File: config.mk
export PLATFORM = sky130hd
export DESIGN_NAME = ste_ctrl
export DESIGN_NICKNAME = d
export VERILOG_FILES = /design/src/hw/rtl/ste_pkg.sv /design/src/hw/rtl/ste_ctrl.sv
export SDC_FILE = /design/constraint.sdc
export NUM_CORES = 1
export LEC_CHECK = 0
export ABC_AREA = 1
export ABC_CLOCK_PERIOD_IN_PS = 4400
export BUFFER_PORTS_ARGS = -buffer_cell sky130_fd_sc_hd__buf_2
export CELL_PAD_IN_SITES_DETAIL_PLACEMENT = 1
export CELL_PAD_IN_SITES_GLOBAL_PLACEMENT = 1
export CORE_MARGIN = 4
export CORE_UTILIZATION = 30
export DETAILED_ROUTE_END_ITERATION = 16
export PLACE_DENSITY_LB_ADDON = 0.1
export SYNTH_ARGS = -nofsm -noshare
export SYNTH_HDL_FRONTEND = slang
export SYNTH_SLANG_ARGS = --single-unit
File: constraint.sdc
create_clock -name clk -period 4.4 [get_ports clk]
set_input_delay 0.88 -clock clk [delete_from_list [all_inputs] [get_ports clk]]
set_output_delay 0.88 -clock clk [all_outputs]
set_load 0.01 [all_outputs]
File: src/hw/rtl/ste_pkg.sv
// ste_pkg: shared constants, codes and controller/datapath command types
// for the sorted table engine; no dependencies
package ste_pkg;

    localparam int unsigned CAPACITY_DEF  = 256;
    localparam int unsigned KEY_WIDTH_DEF = 32;
    localparam int unsigned FUNC_W   = 3;
    localparam int unsigned SLOT_W   = 9;
    localparam int unsigned STATUS_W = 3;
    localparam int unsigned READ_W   = 32;
    localparam int unsigned MODE_W   = 2;

    localparam logic [FUNC_W-1:0] FN_ADD    = 3'd0;
    localparam logic [FUNC_W-1:0] FN_INSERT = 3'd1;
    localparam logic [FUNC_W-1:0] FN_DELETE = 3'd2;
    localparam logic [FUNC_W-1:0] FN_UPDATE = 3'd3;
    localparam logic [FUNC_W-1:0] FN_SEARCH = 3'd4;
    localparam logic [FUNC_W-1:0] FN_READ   = 3'd5;

    localparam logic [STATUS_W-1:0] ST_OK     = 3'd0;
    localparam logic [STATUS_W-1:0] ST_FOUND  = 3'd1;
    localparam logic [STATUS_W-1:0] ST_ABSENT = 3'd2;
    localparam logic [STATUS_W-1:0] ST_BADIDX = 3'd3;
    localparam logic [STATUS_W-1:0] ST_FULL   = 3'd4;

    localparam logic [MODE_W-1:0] MD_PLAIN  = 2'd0;
    localparam logic [MODE_W-1:0] MD_SORTED = 2'd1;
    localparam logic [MODE_W-1:0] MD_UNIQUE = 2'd2;

    typedef enum logic [2:0] {
        RD_NONE,
        RD_MID,     // read entry at mid for search compare
        RD_LO,      // read entry at lo for final compare
        RD_SHUP,    // read entry at cursor-1 (insert shift)
        RD_SHDN,    // read entry at cursor+1 (delete shift)
        RD_SLOT     // read entry at slot
    } rd_sel_t;

    typedef enum logic [2:0] {
        WR_NONE,
        WR_SHUP,    // write read data to cursor, cursor--
        WR_SHDN,    // write read data to cursor, cursor++
        WR_KEY      // write key at cursor
    } wr_sel_t;

    // controller to datapath
    typedef struct packed {
        logic    load;        // capture request
        logic    srch_init;   // lo=0, hi=count-1
        rd_sel_t rd;
        logic    srch_step;   // compare read data with key at mid
        logic    srch_final;  // compare read data with key at lo
        logic    cur_from_cnt;
        logic    cur_from_slot;
        logic    cur_from_pos;
        wr_sel_t wr;
        logic    cnt_inc;
        logic    cnt_dec;
        logic    take_rv;
    } ste_cmd_t;

    // datapath to controller
    typedef struct packed {
        logic empty;
        logic full;
        logic slot_gt_cnt;
        logic slot_ge_cnt;
        logic srch_done;   // lo >= hi or equal key seen
        logic hit;         // equal key seen
        logic cur_gt_pos;  // insert shift left to do
        logic cur_last;    // cursor+1 >= count (delete shift done)
    } ste_sts_t;

endpackage

File: src/hw/rtl/ste_ctrl.sv
// ste_ctrl: request sequencer for search, shift-insert, shift-delete and
// single-entry access; depends on ste_pkg
module ste_ctrl (
    input  logic                          clk,
    input  logic                          rst_n,
    input  logic                          start,
    input  logic [ste_pkg::FUNC_W-1:0]    func,
    input  logic [ste_pkg::MODE_W-1:0]    mode,
    input  ste_pkg::ste_sts_t             sts,
    output ste_pkg::ste_cmd_t             cmd,
    output logic                          set_pos_lo,
    output logic                          set_pos_mid,
    output logic                          set_pos_lo1,
    output logic                          set_pos_slot,
    output logic                          set_pos_cnt,
    output logic                          busy,
    output logic                          done,
    output logic [ste_pkg::STATUS_W-1:0]  status_q
);
    import ste_pkg::*;

    typedef enum logic [3:0] {
        S_IDLE, S_DECODE, S_SRCH, S_SRCH_WAIT, S_FINAL, S_FINAL_WAIT,
        S_ADD_DEC, S_SH_UP_RD, S_SH_UP_WR, S_PUT, S_SH_DN_RD, S_SH_DN_WR,
        S_RD_WAIT, S_DONE
    } state_t;

    state_t              state_reg, state_next;
    logic [FUNC_W-1:0]   func_reg;
    logic [MODE_W-1:0]   mode_reg;
    logic [STATUS_W-1:0] status_reg, status_next;
    logic                sorted;

    assign sorted = (mode_reg == MD_SORTED) || (mode_reg == MD_UNIQUE);

    always_comb
    begin
        state_next   = state_reg;
        status_next  = status_reg;
        cmd          = '0;
        cmd.rd       = RD_NONE;
        cmd.wr       = WR_NONE;
        set_pos_lo   = 1'b0;
        set_pos_mid  = 1'b0;
        set_pos_lo1  = 1'b0;
        set_pos_slot = 1'b0;
        set_pos_cnt  = 1'b0;
        unique case (state_reg)
            S_IDLE:
            begin
                if (start)
                begin
                    cmd.load    = 1'b1;
                    status_next = ST_OK;
                    state_next  = S_DECODE;
                end
            end
            S_DECODE:
            begin
                set_pos_slot = 1'b0;
                state_next   = S_DONE;
                unique case (func_reg)
                    FN_ADD:
                    begin
                        if (sorted && !sts.empty)
                        begin
                            cmd.srch_init = 1'b1;
                            state_next    = S_SRCH;
                        end
                        else if (sts.full)
                        begin
                            status_next = ST_FULL;
                        end
                        else if (sorted)
                        begin
                            // empty table: insert at 0
                            cmd.srch_init = 1'b1;
                            state_next    = S_ADD_DEC;
                        end
                        else
                        begin
                            set_pos_cnt      = 1'b1;
                            cmd.cur_from_cnt = 1'b1;
                            state_next       = S_PUT;
                        end
                    end
                    FN_INSERT:
                    begin
                        if (sts.slot_gt_cnt)      status_next = ST_BADIDX;
                        else if (sts.full)        status_next = ST_FULL;
                        else
                        begin
                            set_pos_slot     = 1'b1;
                            cmd.cur_from_cnt = 1'b1;
                            state_next       = S_SH_UP_RD;
                        end
                    end
                    FN_DELETE:
                    begin
                        if (sts.slot_ge_cnt) status_next = ST_BADIDX;
                        else
                        begin
                            set_pos_slot      = 1'b1;
                            cmd.cur_from_slot = 1'b1;
                            state_next        = S_SH_DN_RD;
                        end
                    end
                    FN_UPDATE:
                    begin
                        if (sts.slot_ge_cnt) status_next = ST_BADIDX;
                        else
                        begin
                            set_pos_slot      = 1'b1;
                            cmd.cur_from_slot = 1'b1;
                            state_next        = S_PUT;
                        end
                    end
                    FN_SEARCH:
                    begin
                        if (sts.empty) status_next = ST_ABSENT;
                        else
                        begin
                            cmd.srch_init = 1'b1;
                            state_next    = S_SRCH;
                        end
                    end
                    FN_READ:
                    begin
                        if (sts.slot_ge_cnt) status_next = ST_BADIDX;
                        else
                        begin
                            set_pos_slot = 1'b1;
                            cmd.rd       = RD_SLOT;
                            state_next   = S_RD_WAIT;
                        end
                    end
                    default: ;
                endcase
            end
            S_SRCH:
            begin
                if (sts.srch_done)
                begin
                    if (sts.hit) state_next = S_ADD_DEC;
                    else
                    begin
                        cmd.rd     = RD_LO;
                        state_next = S_FINAL_WAIT;
                    end
                end
                else
                begin
                    cmd.rd     = RD_MID;
                    state_next = S_SRCH_WAIT;
                end
            end
            S_SRCH_WAIT:
            begin
                cmd.srch_step = 1'b1;
                state_next    = S_SRCH;
            end
            S_FINAL_WAIT:
            begin
                cmd.srch_final = 1'b1;
                state_next     = S_ADD_DEC;
            end
            S_ADD_DEC:
            begin
                // lo holds the search result here
                set_pos_lo = 1'b1;
                state_next = S_DONE;
                if (func_reg == FN_SEARCH)
                begin
                    status_next = sts.hit ? ST_FOUND : ST_ABSENT;
                end
                else if (mode_reg == MD_UNIQUE && sts.hit)
                begin
                    status_next = ST_ABSENT;
                end
                else if (sts.full)
                begin
                    set_pos_lo  = 1'b0;
                    status_next = ST_FULL;
                end
                else
                begin
                    cmd.cur_from_cnt = 1'b1;
                    state_next       = S_SH_UP_RD;
                end
            end
            S_SH_UP_RD:
            begin
                if (sts.cur_gt_pos)
                begin
                    cmd.rd     = RD_SHUP;
                    state_next = S_SH_UP_WR;
                end
                else
                begin
                    state_next = S_PUT;
                end
            end
            S_SH_UP_WR:
            begin
                cmd.wr     = WR_SHUP;
                state_next = S_SH_UP_RD;
            end
            S_PUT:
            begin
                cmd.wr      = WR_KEY;
                cmd.cnt_inc = (func_reg != FN_UPDATE);
                state_next  = S_DONE;
            end
            S_SH_DN_RD:
            begin
                if (sts.cur_last)
                begin
                    cmd.cnt_dec = 1'b1;
                    state_next  = S_DONE;
                end
                else
                begin
                    cmd.rd     = RD_SHDN;
                    state_next = S_SH_DN_WR;
                end
            end
            S_SH_DN_WR:
            begin
                cmd.wr     = WR_SHDN;
                state_next = S_SH_DN_RD;
            end
            S_RD_WAIT:
            begin
                cmd.take_rv = 1'b1;
                state_next  = S_DONE;
            end
            S_DONE:
            begin
                state_next = S_IDLE;
            end
            default: state_next = S_IDLE;
        endcase
    end

    always_ff @(posedge clk or negedge rst_n)
    begin
        if (!rst_n)
        begin
            state_reg  <= S_IDLE;
            status_reg <= ST_OK;
            func_reg   <= FN_ADD;
            mode_reg   <= MD_SORTED;
        end
        else
        begin
            state_reg  <= state_next;
            status_reg <= status_next;
            if (cmd.load)
            begin
                func_reg <= func;
                mode_reg <= mode;
            end
        end
    end

    assign busy     = (state_reg != S_IDLE);
    assign done     = (state_reg == S_DONE);
    assign status_q = status_reg;

    a_done_busy: assert property (@(posedge clk) disable iff (!rst_n)
        done |-> busy) else $error("done outside busy");
    a_done_once: assert property (@(posedge clk) disable iff (!rst_n)
        done |=> !done) else $error("done held two cycles");
    a_load_idle: assert property (@(posedge clk) disable iff (!rst_n)
        cmd.load |=> state_reg == S_DECODE) else $error("load did not decode");

endmodule

* Yosys cells after proc, flatten, opt, wreduce, memory -nomap -nowiden
Index checks and enable logic that the tools add are counted.
Operators by class: reduce and logical (&&, ||, !) cells 12, eq/ne operators 25, multiplexer cells 70
Operator list (count):
- two-way mux 3 bit | 16
- case mux 4 bit (11 select lines) | 1
- two-way mux 4 bit | 9
- two-way mux 1 bit | 31
- == test 4 bit (second input constant) | 6
- case mux 3 bit (4 select lines) | 2
- case mux 4 bit (6 select lines) | 1
- == test 4 x 3 -> 1 bit (second input constant) | 3
- != test 3 bit (second input constant) | 3
- case mux 3 bit (3 select lines) | 1
- == test 4 x 2 -> 1 bit (second input constant) | 2
- two-way mux 2 bit | 4
- case mux 1 bit (2 select lines) | 4
- == test 3 x 2 -> 1 bit (second input constant) | 2
- == test 3 bit (second input constant) | 2
- case mux 2 bit (3 select lines) | 1
- AND reduction 6 bit | 1
- != test 5 x 3 -> 1 bit (second input constant) | 1
- == test 4 x 1 -> 1 bit (second input constant) | 1
- zero test 4 bit | 1
- nonzero test 4 bit | 1
- OR reduction 2 bit | 2
- == test 3 x 1 -> 1 bit (second input constant) | 1
- zero test 3 bit | 1
- 9 further kinds | 10
Storage, ports and cells: register bits after elaboration 12, bits of input ports 16, word-level logic and storage cells 111

* Depth between registers and ports, before layout
Gate-level depths: netlist of run 1.
depth after elaboration 7, depth in mapped cells 10

* Least setup slack after synthesis of run 1
OpenSTA, ideal clock, no wires.
kind input -> output, start in sts[6] (netlist bit), end out cmd[8] (netlist bit), required time 3.520 ns, data arrival time 1.559 ns, cell stages on the path 5, slack 1.961 ns, buffers on the path 0, path through inv_1 nand2_1 nor3_2 nor2_1 o21ai_0
RTL lines:
- from (decl) | line ste_ctrl.sv:9 | input ste_pkg::ste_sts_t sts,
- to (decl) | line ste_ctrl.sv:10 | output ste_pkg::ste_cmd_t cmd,

==> flow_summary.yaml, run 1 <==
outcome:
  outcome: "finished, final reports clean"
sta:
  finalSetupViolations: 0
  finalHoldViolations: 0
  min_period_ns: 2.71
  fin_ws_ns: 1.69
  rsz0062_at_grt: "no"
  fmax_mhz: 369
  post-route-period-util: 0.616
  setup-tns-final_ns: 0
  hold_ws_ns: 0.510
  slew_viol_final: 0
  finClkSkew_ns: 0.00863
yosys:
  ys.flop_type: "dfrtp_1"
  synth-edff-count: 0
  avgSynthCellArea_um2: 6.16
  yosys_warnings: 0
  ys_top_cells_by_area: "dfrtp_1 21%, nand2_1 18%, nand3_1 8.8%, nor2_1 7.2%, inv_1 6.9%"
  synth_xor_area_frac: 0
  synthTopCellsByCount: "64 x nand2_1, 25 x nor2_1, 24 x inv_1"
  ys_seq_area_frac: 0.230
  synth_most_common_cell: "nand2_1"
  yosysTopAreaCell: "dfrtp_1"
  ys_types: 29
  synthAdderAreaFrac: 0.00954
  synth_compound_area_frac: 0.0983
  synth_top_family_by_area: "simple AND/OR/NAND/NOR gates"
  synthMuxAreaShare: 0.00859
  synthSimpleGateAreaFrac: 0.537
  syn_area_um2: 1310
  syn_inst: 213
  ys_ff_latch: 12
  synthArstFlopShare: 1.00
  synth_top_area_share: 0.210
grt:
  grt_max_degree: 13
  overflow: 0
  grt_pass1_wl_um: 6760
  grt_use_total: 0.161
  grt_pass1_vias: 1475
  antenna_found_initial: 0
critical_path:
  path_buf_inv: 3
  crit_family: "buffers and inverters"
  rrSetupSlack_ns: 2.75
  cp_data_required_time_ns: 3.52
  path_depth: 7
  crit_chain: "buf_2 > inv_1 > nand2_1 > nor3_2 > nor2_1 > o21ai_0 > buf_2"
  cpMaxStageDelayCell: "inv_1"
  r2r_end: "status_q[2]$_DFFE_PN0P_"
  cp-startpoint: "sts[6]"
  start_kind: "input pin"
  cp_max_fo: 8
  cp_common_cell: "buf_2"
  cp_slowest_stage_delay_ns: 0.19
  critical_path.endpoint: "cmd[8]"
  critical_path_class: "in -> out"
  arrival_ns: 1.83
  cp-end-kind: "primary output"
  r2r_start: "mode_reg[0]$_DFFE_PN1P_"
  worstRegToRegCells: 9
cts:
  cts.reportedPaths.clkPinSlew_ns: 0.06
  numCtsBuffers: 3
  clockBufferDepth: 2
  insertion_delay_ns: 0.25
  ctsHoldBuffers: 0
  cts_tree: "done"
  cts-root-buf: "clkbuf_8"
  cts.sink_count: 12
  ctsResizeCount: 0
  cts_setup_buffers: 0
  htree_levels: 1
floorplanning:
  coreArea_um2: 4120
  die_w_um: 74.1
  initial_utilization: 0.319
  ios: 42
  fp.dieH_um: 74.1
  die-area_um2: 5490
  row_count: 23
placement:
  portBuffers: 37
  hpwl_um: 3550
  routabilityCongestion: 0.812
  preCtsSetupSlack_ns: 1.69
cells_and_area:
  largest_reg_flops: 4
  syn2layout_area_growth_pct: 21.3
  diodes: 0
  final_nets: 270
  drive_above_1_share: 0.290
hold_path:
  hold_path_class: "in -> async"
detailed_routing:
  via_count: 1438
  drtIter0Drc: 70
  drtPass1Iterations: 6
  ant_nets: 0
  finalWirelength_um: 4040
  avgRoutedWirePerCell_um: 13.4
  drc: 0
  via_per_inst: 4.76
power_and_ir_drop:
  peakVddDrop_mv: 0.302
  pwr_density_cell_nw_per_um2: 693
  p_leak_nw: 0.926
flow_run:
  cap_violations: 0
-- power breakdown --
part           leakage (nW)  switching (W)  internal, W
registers             0.150      0.0000791     0.000166
logic                 0.747       0.000480     0.000252
clock network        0.0288      0.0000449    0.0000792
-- cells by family (layout without fill, tap and decap cells) --
| group | count (synthesis) | in the layout |
|---|---|---|
| flip-flops | 12 | 12 |
| other | 1 | 4 |
| buffers and inverters | 34 | 70 |
| AND/OR/NAND/NOR | 141 | 141 |
| adder cells (fa/ha/maj) | 1 | 1 |
| multiplexers | 1 | 1 |
| AO/OA/AOI/OAI | 23 | 23 |
-- worst min path at each step --
| stage | to | cells after the start |
|---|---|---|
| 2_1_floorplan | mode_reg[0]$_DFFE_PN1P_ | 2 |
| 6_report | state_reg[3]$_DFFE_PN0N_ | 1 |
| 3_5_place_dp | mode_reg[1]$_DFFE_PN0P_ | 1 |
| 3_3_place_gp | mode_reg[1]$_DFFE_PN0P_ | 1 |
| 5_1_grt | state_reg[3]$_DFFE_PN0N_ | 1 |
| 4_1_cts | state_reg[3]$_DFFE_PN0N_ | 1 |
-- layout make-up --
| cell class | count | area, µm² |
|---|---|---|
| well taps | 50 | 62.6 |
| flip-flops and latches | 12 | 302 |
| multi-input cells | 170 | 872 |
| clock buffers | 4 | 55.1 |
| inverters | 29 | 114 |
| fillers | 565 | 2520 |
| repair buffers | 37 | 185 |
-- metal layers --
layer / share of wire / routed length [µm] / GRT usage
met1: 0.49 / 2000 / 0.220
met2: 0.45 / 1830 / 0.266
met3: 0.049 / 197 / 0.0338
met4: 0.0057 / 23 / 0.0241
met5: 0 / 0 / 0
-- layout by cell type (no fill, tap or decap), drive strengths merged, types with 2 or more instances in the layout --
cell	n
nand2	74
buf	37
nor2	35
inv	29
nand3	25
dfrtp	11
o21ai	11
a21oi	7
nor3	6
conb	4
clkbuf	4
o211ai	2
-- per-stage QoR --
step / cells / cell area (µm²) / utilization / total power [W]
final: 302 / 1590 / 0.386 / 0.00110
after floorplan: 216 / 1320 / - / 0.000793
after detailed placement: 298 / 1540 / 0.373 / 0.000990
after global routing: 302 / 1590 / 0.386 / 0.00124
after global placement: 298 / 1540 / 0.373 / 0.000987
after CTS: 302 / 1590 / 0.386 / 0.00112
No activity file was read; power rests on OpenSTA's default activity.
==> inputs of run 2 (changes only) <==
- ABC_CLOCK_PERIOD_IN_PS: 4400 -> 2500
- clock period: 4.4 -> 2.5 ns (I/O delays scaled with it)
==> run 2 against run 1 <==
Worst setup slack got worse by 1.5 ns. Power is 80% higher. Core utilization increased by 0.36 points.
==> flow_summary.yaml, run 2 (synthesis gave the netlist of run 1 again) <==
sta:
  finClkSkew_ns: 0.00282
  slew_viol_final: 0
  post-route-period-util: 0.922
  fmax_mhz: 434
  rsz0062_at_grt: "no"
  finalSetupViolations: 0
  finalHoldViolations: 0
  min_period_ns: 2.31
  setup-tns-final_ns: 0
cells_and_area:
  final_nets: 272
  syn2layout_area_growth_pct: 22.4
  mostFrequentLayoutCell: "nand2_1"
  diodes: 0
  fin_area_um2: 1610
  instances_no_fill: 304
  largest_reg_flops: 4
  drive_above_1_share: 0.295
  layout_common_cells: "64 x nand2_1, 37 x buf_2, 25 x nor2_1"
outcome:
  outcome: "finished, final reports clean"
critical_path:
  cp-end-kind: "primary output"
  cp_slowest_stage_delay_ns: 0.51
  crit_chain: "inv_1 > ha_1 > a21oi_1 > nand2_1 > a21oi_1 > buf_2"
  cp_max_fo: 3
  arrival_ns: 1.81
  critical_path_class: "reg -> out"
  cp_data_required_time_ns: 2.00
  start_kind: "register"
  cpMaxStageDelayCell: "dfstp_2"
  cp_common_cell: "a21oi_1"
cts:
  insertion_delay_ns: 0.24
  cts_setup_buffers: 0
  ctsResizeCount: 0
  cts_tree: "done"
  cts-root-buf: "clkbuf_8"
  numCtsBuffers: 3
  cts.reportedPaths.clkPinSlew_ns: 0.06
  ctsHoldBuffers: 0
  cts.sink_count: 12
  clockBufferDepth: 2
  htree_levels: 1
power_and_ir_drop:
  power_switching_w: 0.00108
  finalPower_w: 0.00198
  clock_power_share: 0.109
  power.internal_w: 0.000898
  p_leak_nw: 0.935
  seq_power_share: 0.209
  power_frac_comb: 0.681
  power.share.switching: 0.547
  pwr_density_cell_nw_per_um2: 1230
  peakVddDrop_mv: 0.562
detailed_routing:
  via_per_inst: 4.80
  finalWirelength_um: 4140
  via_count: 1459
  drtPass1Iterations: 4
  drc: 0
  ant_nets: 0
  avgRoutedWirePerCell_um: 13.6
  drtIter0Drc: 50
grt:
  overflow: 0
  grt_pass1_vias: 1442
  grt_pass1_wl_um: 6910
  antenna_found_initial: 0
  grt_use_total: 0.163
  grt_max_degree: 13
hold_path:
  hold_path_class: "in -> async"
floorplanning:
  coreArea_um2: 4120
  die-area_um2: 5490
  row_count: 23
  ios: 42
  fp.dieH_um: 74.1
  die_w_um: 74.1
  initial_utilization: 0.319
placement:
  portBuffers: 37
  hpwl_um: 3650
  routabilityCongestion: 0.829
  placed_area_um2: 1550
  post-place-cells: 300
flow_run:
  cap_violations: 0
run 2: cell types whose count changed in the layout (fill, tap and decap cells not counted):
| cell | delta |
|---|---|
| buf_4 | +2 |
run 2: worst max-delay path, delay by kind of cell (launching register included):
| family | cells | cell delay (ns) |
|---|---|---|
| simple gates | 1 | 0.08 |
| flops | 1 | 0.51 |
| compound gates | 2 | 0.41 |
| buf+inv | 2 | 0.22 |
| fa+ha+maj | 1 | 0.34 |
run 2: through the flow:
step / hold slack [ns] / util / worst slack [ns]
6_report: 0.138 / 0.390 / 0.194
5_1_grt: 0.148 / 0.390 / 0.0485
4_1_cts: 0.142 / 0.390 / 0.158
3_5_place_dp: 0.411 / 0.377 / 0.431
3_3_place_gp: 0.406 / 0.377 / 0.425
2_1_floorplan: 0.204 / - / 0.648
run 2: cell type report:
| cell class | count | area [µm²] |
|---|---|---|
| sequential | 12 | 302 |
| tap | 50 | 62.6 |
| fill | 581 | 2510 |
| clock buffer | 4 | 55.1 |
| multi-input combinational | 170 | 872 |
| inverter | 29 | 114 |
| timing repair buffer | 39 | 200 |
run 2: layer usage:
metal | global-route usage | part of all wire
met1 | 0.227 | 0.49
met2 | 0.261 | 0.45
met3 | 0.0392 | 0.054
met4 | 0.0241 | 0.0031
met5 | 0 | 0
run 2: final timing paths:
path / end / from / slack (ns) / cells past startpoint
min in group clk: func_reg[0]$_DFFE_PN0P_ / func[0] / 0.46 / 3
min reg2reg: status_q[2]$_DFFE_PN0P_ / status_q[2]$_DFFE_PN0P_ / 0.50 / 2
max in group asynchronous: mode_reg[0]$_DFFE_PN1P_ / rst_n / 2.07 / 1
max: cmd[14] / mode_reg[0]$_DFFE_PN1P_ / 0.19 / 6
max reg2reg: state_reg[3]$_DFFE_PN0N_ / mode_reg[0]$_DFFE_PN1P_ / 0.82 / 8
min: status_q[0]$_DFFE_PN0P_ / rst_n / 0.14 / 1
run 2: power groups by stage:
stage | registers, W | logic, W | clock network [W]
finish | 0.000415 | 0.00135 | 0.000216
global route | 0.000431 | 0.00154 | 0.000238
CTS | 0.000418 | 0.00137 | 0.000228
detailed placement | 0.000421 | 0.00136 | 0
global placement | 0.000418 | 0.00137 | 0
floorplan | 0.000401 | 0.000995 | 0
